[src/rtl/assert_macros.svh]
// assertion macros shared by the rtl modules
`ifndef ASSERT_MACROS_SVH
`define ASSERT_MACROS_SVH

// same-cycle implication, checked outside reset
`define TLBF_ASSERT_NOW(label, clk, rst, ante, cons, msg) \
   label: assert property (@(posedge clk) disable iff (rst) (ante) |-> (cons)) \
      else $error(msg);

// next-cycle implication, checked outside reset
`define TLBF_ASSERT_NEXT(label, clk, rst, ante, cons, msg) \
   label: assert property (@(posedge clk) disable iff (rst) (ante) |=> (cons)) \
      else $error(msg);

`endif

[src/rtl/tlbf_pkg.sv]
// package: constants, command codes and control structs of the bloom filter
package tlbf_pkg;

   localparam int HASH_COUNT_DEF = 4;
   localparam int RESULT_CAP_DEF = 256;
   localparam int ARRAY_BITS_DEF = 65536;

   localparam int CMD_W     = 3;
   localparam int KEY_W     = 32;
   localparam int CSR_IDX_W = 2;
   localparam int CSR_W     = 14;
   localparam int FOUND_W   = 9;
   localparam int HIDX_W    = 5;

   localparam logic [CMD_W-1:0] CMD_ADD     = 3'd0;
   localparam logic [CMD_W-1:0] CMD_CHECK   = 3'd1;
   localparam logic [CMD_W-1:0] CMD_CHK_UPD = 3'd2;
   localparam logic [CMD_W-1:0] CMD_UPD_SEC = 3'd3;
   localparam logic [CMD_W-1:0] CMD_QUERY   = 3'd4;

   localparam logic [CSR_IDX_W-1:0] REG_PRIMARY_BYTES   = 2'd0;
   localparam logic [CSR_IDX_W-1:0] REG_SECONDARY_BYTES = 2'd1;
   localparam logic [CSR_W-1:0]     BYTES_RESET         = 14'd8192;

   localparam logic [31:0] SEC_SEED_OFS = 32'hA5A5A5A5;
   localparam logic [63:0] SECRET_Q1    = 64'h1CAD21F72C81017C;
   localparam logic [63:0] SECRET_Q2    = 64'hDB979083E96DD4DE;
   localparam logic [63:0] SECRET_QX    = SECRET_Q1 ^ SECRET_Q2;
   localparam logic [63:0] RRMX_MUL     = 64'h9FB21C651E98DF25;
   localparam logic [63:0] KEY_LEN      = 64'd4;

   // dividend bits shifted in per divide step, and steps for a 64-bit dividend
   localparam int DIV_BITS  = 4;
   localparam int DIV_STEPS = 64 / DIV_BITS;

   localparam logic [1:0] MUL_LAST = 2'd2;

   typedef struct packed {
      logic              load;
      logic              clear;
      logic              pre;
      logic              mul;
      logic              mid;
      logic              fin;
      logic              div;
      logic              rd;
      logic              upd;
      logic              finish;
      logic [1:0]        part;
      logic              sec;
      logic              set_mode;
      logic [HIDX_W-1:0] idx;
   } dp_cmd_type;

   typedef struct packed {
      logic clr_last;
      logic miss;
   } dp_status_type;

endpackage

[src/rtl/tlbf_ctrl.sv]
// controller state machine: clearing pass, hash sequencing and command flow
`include "assert_macros.svh"

module tlbf_ctrl
   import tlbf_pkg::*;
#(
   parameter int HASH_COUNT = HASH_COUNT_DEF
) (
   input  logic             clock,
   input  logic             reset,
   input  logic             start,
   input  logic [CMD_W-1:0] req_cmd,
   input  dp_status_type    status,
   output dp_cmd_type       dp_cmd,
   output logic             busy
);

   typedef enum logic [11:0] {
      ST_CLEAR = 12'b000000000001,
      ST_IDLE  = 12'b000000000010,
      ST_PRE   = 12'b000000000100,
      ST_MUL1  = 12'b000000001000,
      ST_MID   = 12'b000000010000,
      ST_MUL2  = 12'b000000100000,
      ST_FIN   = 12'b000001000000,
      ST_DIV   = 12'b000010000000,
      ST_RD    = 12'b000100000000,
      ST_UPD   = 12'b001000000000,
      ST_EVAL  = 12'b010000000000,
      ST_DONE  = 12'b100000000000
   } state_type;

   state_type         state_ff, state_in;
   logic [CMD_W-1:0]  cmd_ff, cmd_in;
   logic              sec_ff, sec_in;
   logic              set_ff, set_in;
   logic [HIDX_W-1:0] idx_ff, idx_in;
   logic [3:0]        cnt_ff, cnt_in;

   always_ff @(posedge clock) begin
      if (reset) begin
         state_ff <= ST_CLEAR;
         cmd_ff   <= CMD_ADD;
         sec_ff   <= 1'b0;
         set_ff   <= 1'b0;
         idx_ff   <= '0;
         cnt_ff   <= '0;
      end else begin
         state_ff <= state_in;
         cmd_ff   <= cmd_in;
         sec_ff   <= sec_in;
         set_ff   <= set_in;
         idx_ff   <= idx_in;
         cnt_ff   <= cnt_in;
      end
   end

   always_comb begin
      state_in = state_ff;
      cmd_in   = cmd_ff;
      sec_in   = sec_ff;
      set_in   = set_ff;
      idx_in   = idx_ff;
      cnt_in   = cnt_ff;
      dp_cmd   = '0;
      case (state_ff)
         ST_CLEAR: begin
            dp_cmd.clear = 1'b1;
            if (status.clr_last) state_in = ST_IDLE;
         end
         ST_IDLE: begin
            if (start) begin
               dp_cmd.load = 1'b1;
               cmd_in      = req_cmd;
               idx_in      = '0;
               state_in    = ST_PRE;
               case (req_cmd)
                  CMD_ADD: begin
                     sec_in = 1'b0;
                     set_in = 1'b1;
                  end
                  CMD_CHECK, CMD_CHK_UPD: begin
                     sec_in = 1'b0;
                     set_in = 1'b0;
                  end
                  CMD_UPD_SEC: begin
                     sec_in = 1'b1;
                     set_in = 1'b1;
                  end
                  CMD_QUERY: begin
                     sec_in = 1'b1;
                     set_in = 1'b0;
                  end
                  default: state_in = ST_DONE;
               endcase
            end
         end
         ST_PRE: begin
            dp_cmd.pre = 1'b1;
            cnt_in     = '0;
            state_in   = ST_MUL1;
         end
         ST_MUL1, ST_MUL2: begin
            dp_cmd.mul  = 1'b1;
            dp_cmd.part = cnt_ff[1:0];
            if (cnt_ff[1:0] == MUL_LAST) begin
               cnt_in   = '0;
               state_in = (state_ff == ST_MUL1) ? ST_MID : ST_FIN;
            end else begin
               cnt_in = cnt_ff + 4'd1;
            end
         end
         ST_MID: begin
            dp_cmd.mid = 1'b1;
            state_in   = ST_MUL2;
         end
         ST_FIN: begin
            dp_cmd.fin = 1'b1;
            cnt_in     = '0;
            state_in   = ST_DIV;
         end
         ST_DIV: begin
            dp_cmd.div = 1'b1;
            cnt_in     = cnt_ff + 4'd1;
            if (cnt_ff == 4'(DIV_STEPS - 1)) state_in = ST_RD;
         end
         ST_RD: begin
            dp_cmd.rd = 1'b1;
            state_in  = ST_UPD;
         end
         ST_UPD: begin
            dp_cmd.upd = 1'b1;
            if (idx_ff == HIDX_W'(HASH_COUNT - 1)) begin
               state_in = ST_EVAL;
            end else begin
               idx_in   = idx_ff + HIDX_W'(1);
               state_in = ST_PRE;
            end
         end
         ST_EVAL: begin
            // check and update: a primary hit runs a second pass setting secondary
            if (cmd_ff == CMD_CHK_UPD && !sec_ff && !status.miss) begin
               sec_in   = 1'b1;
               set_in   = 1'b1;
               idx_in   = '0;
               state_in = ST_PRE;
            end else begin
               state_in = ST_DONE;
            end
         end
         ST_DONE: begin
            dp_cmd.finish = 1'b1;
            state_in      = ST_IDLE;
         end
         default: state_in = ST_CLEAR;
      endcase
      dp_cmd.sec      = sec_ff;
      dp_cmd.set_mode = set_ff;
      dp_cmd.idx      = idx_ff;
   end

   assign busy = (state_ff != ST_IDLE);

   `TLBF_ASSERT_NEXT(a_done_to_idle, clock, reset, state_ff == ST_DONE, state_ff == ST_IDLE, "done must return to idle")
   `TLBF_ASSERT_NEXT(a_start_busy, clock, reset, start && !busy, busy, "accepted command must make the block busy")
   `TLBF_ASSERT_NOW(a_idx_range, clock, reset, 1'b1, idx_ff < HIDX_W'(HASH_COUNT), "hash index out of range")

endmodule

[config.mk]
export PLATFORM = sky130hd
export DESIGN_NAME = tlbf_ctrl
export DESIGN_NICKNAME = d
export VERILOG_FILES = /design/src/rtl/tlbf_pkg.sv /design/src/rtl/tlbf_ctrl.sv
export VERILOG_INCLUDE_DIRS = /design/src /design/src/rtl
export SDC_FILE = /design/constraint.sdc
export NUM_CORES = 1
export LEC_CHECK = 0
export BUFFER_PORTS_ARGS = -buffer_cell sky130_fd_sc_hd__buf_2
export CAP_MARGIN = 40
export CELL_PAD_IN_SITES_DETAIL_PLACEMENT = 1
export CELL_PAD_IN_SITES_GLOBAL_PLACEMENT = 1
export CORE_MARGIN = 8
export CORE_UTILIZATION = 43
export CTS_BUF_LIST = sky130_fd_sc_hd__clkbuf_8 sky130_fd_sc_hd__clkbuf_16
export CTS_CLUSTER_DIAMETER = 40
export CTS_CLUSTER_SIZE = 28
export DETAILED_ROUTE_END_ITERATION = 10
export PLACE_DENSITY_LB_ADDON = 0.1
export RECOVER_POWER = 50
export SLEW_MARGIN = 0
export SYNTH_ARGS = -nofsm -noshare
export SYNTH_HDL_FRONTEND = slang
export SYNTH_SLANG_ARGS = --single-unit
[constraint.sdc]
create_clock -name clock -period 5.64 [get_ports clock]
set_clock_uncertainty 0.15 [all_clocks]
set_input_delay 1.128 -clock clock [delete_from_list [all_inputs] [get_ports clock]]
set_output_delay 1.128 -clock clock [all_outputs]
set_load 0.02 [all_outputs]
==> flow_metrics.tcl <==
set metrics [dict create \
    outcome "finished with violations" \
    violations "capacitance limit, slew limit" \
    synthFlopType "dfxtp_1" \
    worst_pin_slew_ns 1.71 \
    cp-end-kind "output port" \
    synth.most_common_cell "dfxtp_1" \
    avgRoutedWirePerCell_um 17.8 \
    path_max_fanout 12 \
    grt_max_degree 15 \
    cts_root_buf "clkbuf_8" \
    pre_cts_slack_ns 2.53 \
    dp_hpwl_mm 3.60 \
    final_nets 232 \
    clkSinkCount 26 \
    period_share 0.772 \
    critPathKind "reg2out" \
    hold_viol 0 \
    maxSlewViolCount 24 \
    avgViaCountPerCell 5.94 \
    path_buf_inv 2 \
    htree_levels 1 \
    synth_xor_area_frac 0.0171 \
    synth_compound_area_frac 0.205 \
    synthTopCellsByArea "dfxtp_1, a21oi_1, ha_1" \
    grt_pass1_vias 1621 \
    max-vdd-ir-drop_v 0.0000902 \
    postCtsSetupBuffers 0 \
    start_util 0.454 \
    cp_slowest_cell "nor4_1" \
    firstDrtPassIters 4 \
    layout-drive-gt1-share 0.138 \
    port-buffer-count 27 \
    p_total_mw 0.392 \
    rows 21 \
    timing.max_slew.rel_slack -0.150 \
    ys_types 43 \
    dieArea_mm2 0.00575 \
    synth.net_count 206 \
    synth_top_cell_area_share 0.338 \
    grt-ovfl-total 0 \
    crit_path_max_incr_delay_ns 1.40 \
    final_core_util 0.506 \
    holdPathStages 2 \
    die_height_um 75.9 \
    clkTransAtPathRegs_ns 0.10 \
    gp_congestion 0.831 \
    wirelength_mm 4.70 \
    cp.arrival_ns 3.08 \
    cts_tree "built" \
    rsz0062_at_grt "no" \
    area_growth_pct 11.3 \
    gr-usage-all-layers 0.178 \
    post_cts_resized 0 \
    synth_fa_ha_area_frac 0.0406 \
    netlist_instances 193 \
    synth_top_family_by_area "simple AND/OR/NAND/NOR gates" \
    die_x_um 75.9 \
    synth-seq-cells 26 \
    setup_viol 0 \
    cts_buffers 3 \
    p_leak_nw 0.685 \
    clk_latency_ns 0.28 \
    mappedNetlistArea_mm2 0.00154 \
    drt_iter0_markers 81 \
    num_antenna_cells 0 \
    yosys_warnings 0 \
    hold_path_class "reg2reg" \
    drcViolationCount 0 \
    coreArea_mm2 0.00339 \
    synthTopCellsByCount "dfxtp_1, a21oi_1, inv_1, nand2_1, o21ai_0" \
    crit_chain "nor4_1 > and4_1 > nand2_1 > inv_1 > buf_2" \
    worstSetupStartpointType "flop" \
    ant_nets 0 \
    crit_required_ns 4.36 \
    hold_slack_ns 0.326 \
    tns_ns 0 \
    ys_seq_area_frac 0.338 \
    syn_area_per_cell_um2 7.98 \
    cap_viol_max_count 2 \
    grt_pass1_wl_mm 7.80 \
    pwr_density_cell_mw_per_mm2 229 \
    cts_buffer_depth 2 \
    synthSimpleGateAreaFrac 0.341 \
    antenna_found_initial 0 \
    reg2reg_depth 5 \
    async_flop_share 0 \
    cts_hold_buf 0 \
    via_count 1569 \
    min_period_ns 4.36 \
    cp.depth 5 \
    ioPinCount 28 \
    fin_ws_ns 1.28 \
    synth.largest_area_cell "dfxtp_1" \
    cp_top_family "simple AND/OR/NAND/NOR gates" \
    synth_mux_area_frac 0 \
    fmax_mhz 230 \
    synth_edf_count 0 \
]
## metrics by stage
| stage | cell area [um^2] | instances |
|---|---|---|
| 6_report | 1710 | 264 |
| 5_1_grt | 1710 | 264 |
| 4_1_cts | 1760 | 264 |
| 3_5_place_dp | 1700 | 260 |
| 3_3_place_gp | 1700 | 260 |
| 2_1_floorplan | 1540 | 193 |
## layout by cell type (no fill, tap or decap), types with 7 or more instances in the layout
master    instances
a21oi_1          19
nor2_1           10
o21ai_0          13
dfxtp_1          26
nand2_1          14
clkbuf_1          7
inv_1            14
nand4_1           8
nor3_1            8
nand3_1          11
buf_2            20
## worst register-to-register path: cells and delay by family (launching register included)
kind            cells  cell delay [ns]
compound gates      2             0.53
flops               1             0.35
simple gates        3             2.52
## area by class of cell
cell class / instances / area, um^2
fillers: 441 / 1680
multi-input cells: 146 / 895
flip-flops and latches: 26 / 520
repair buffers: 28 / 134
well taps: 46 / 57.6
clock buffers: 4 / 55.1
inverters: 14 / 52.6
## path summary, 6_finish.rpt
kind                             startpoint         end  slack, ns
worst max register to register  state_ff[4]   idx_ff[2]       2.02
worst max-delay path            state_ff[4]  dp_cmd[18]       1.28
worst min register to register    cmd_ff[1]   cmd_ff[1]       0.33
worst min-delay path              cmd_ff[1]   cmd_ff[1]       0.33
## where the power goes
| part | total [mW] | switching (mW) | internal [mW] |
|---|---|---|---|
| registers | 0.195 | 0.00743 | 0.188 |
| clock network | 0.129 | 0.0658 | 0.0628 |
| logic | 0.0679 | 0.0459 | 0.0220 |
| total | 0.392 | 0.119 | 0.273 |
## logic make-up after synthesis
kind of cell / Yosys count
simple gates: 87
fa+ha+maj: 5
compound gates: 51
xor+xnor: 3
buf+inv: 21
flops: 26
## registers in the layout, summed over array words and instances, names as in the netlist
signal    count
sec_ff        1
state_ff     12
cmd_ff        3
cnt_ff        4
idx_ff        5
set_ff        1
## metal layers
metal | share of wire | vias to the layer above | track usage | routed length (um)
met5 | 0 | - | 0 | 0
met4 | 0.018 | 0 | 0.0725 | 85
met3 | 0.044 | 7 | 0.0303 | 208
met2 | 0.47 | 36 | 0.288 | 2200
met1 | 0.47 | 766 | 0.228 | 2210
li1 | - | 760 | - | -
Note: power is estimated with default switching activity, not from simulation.
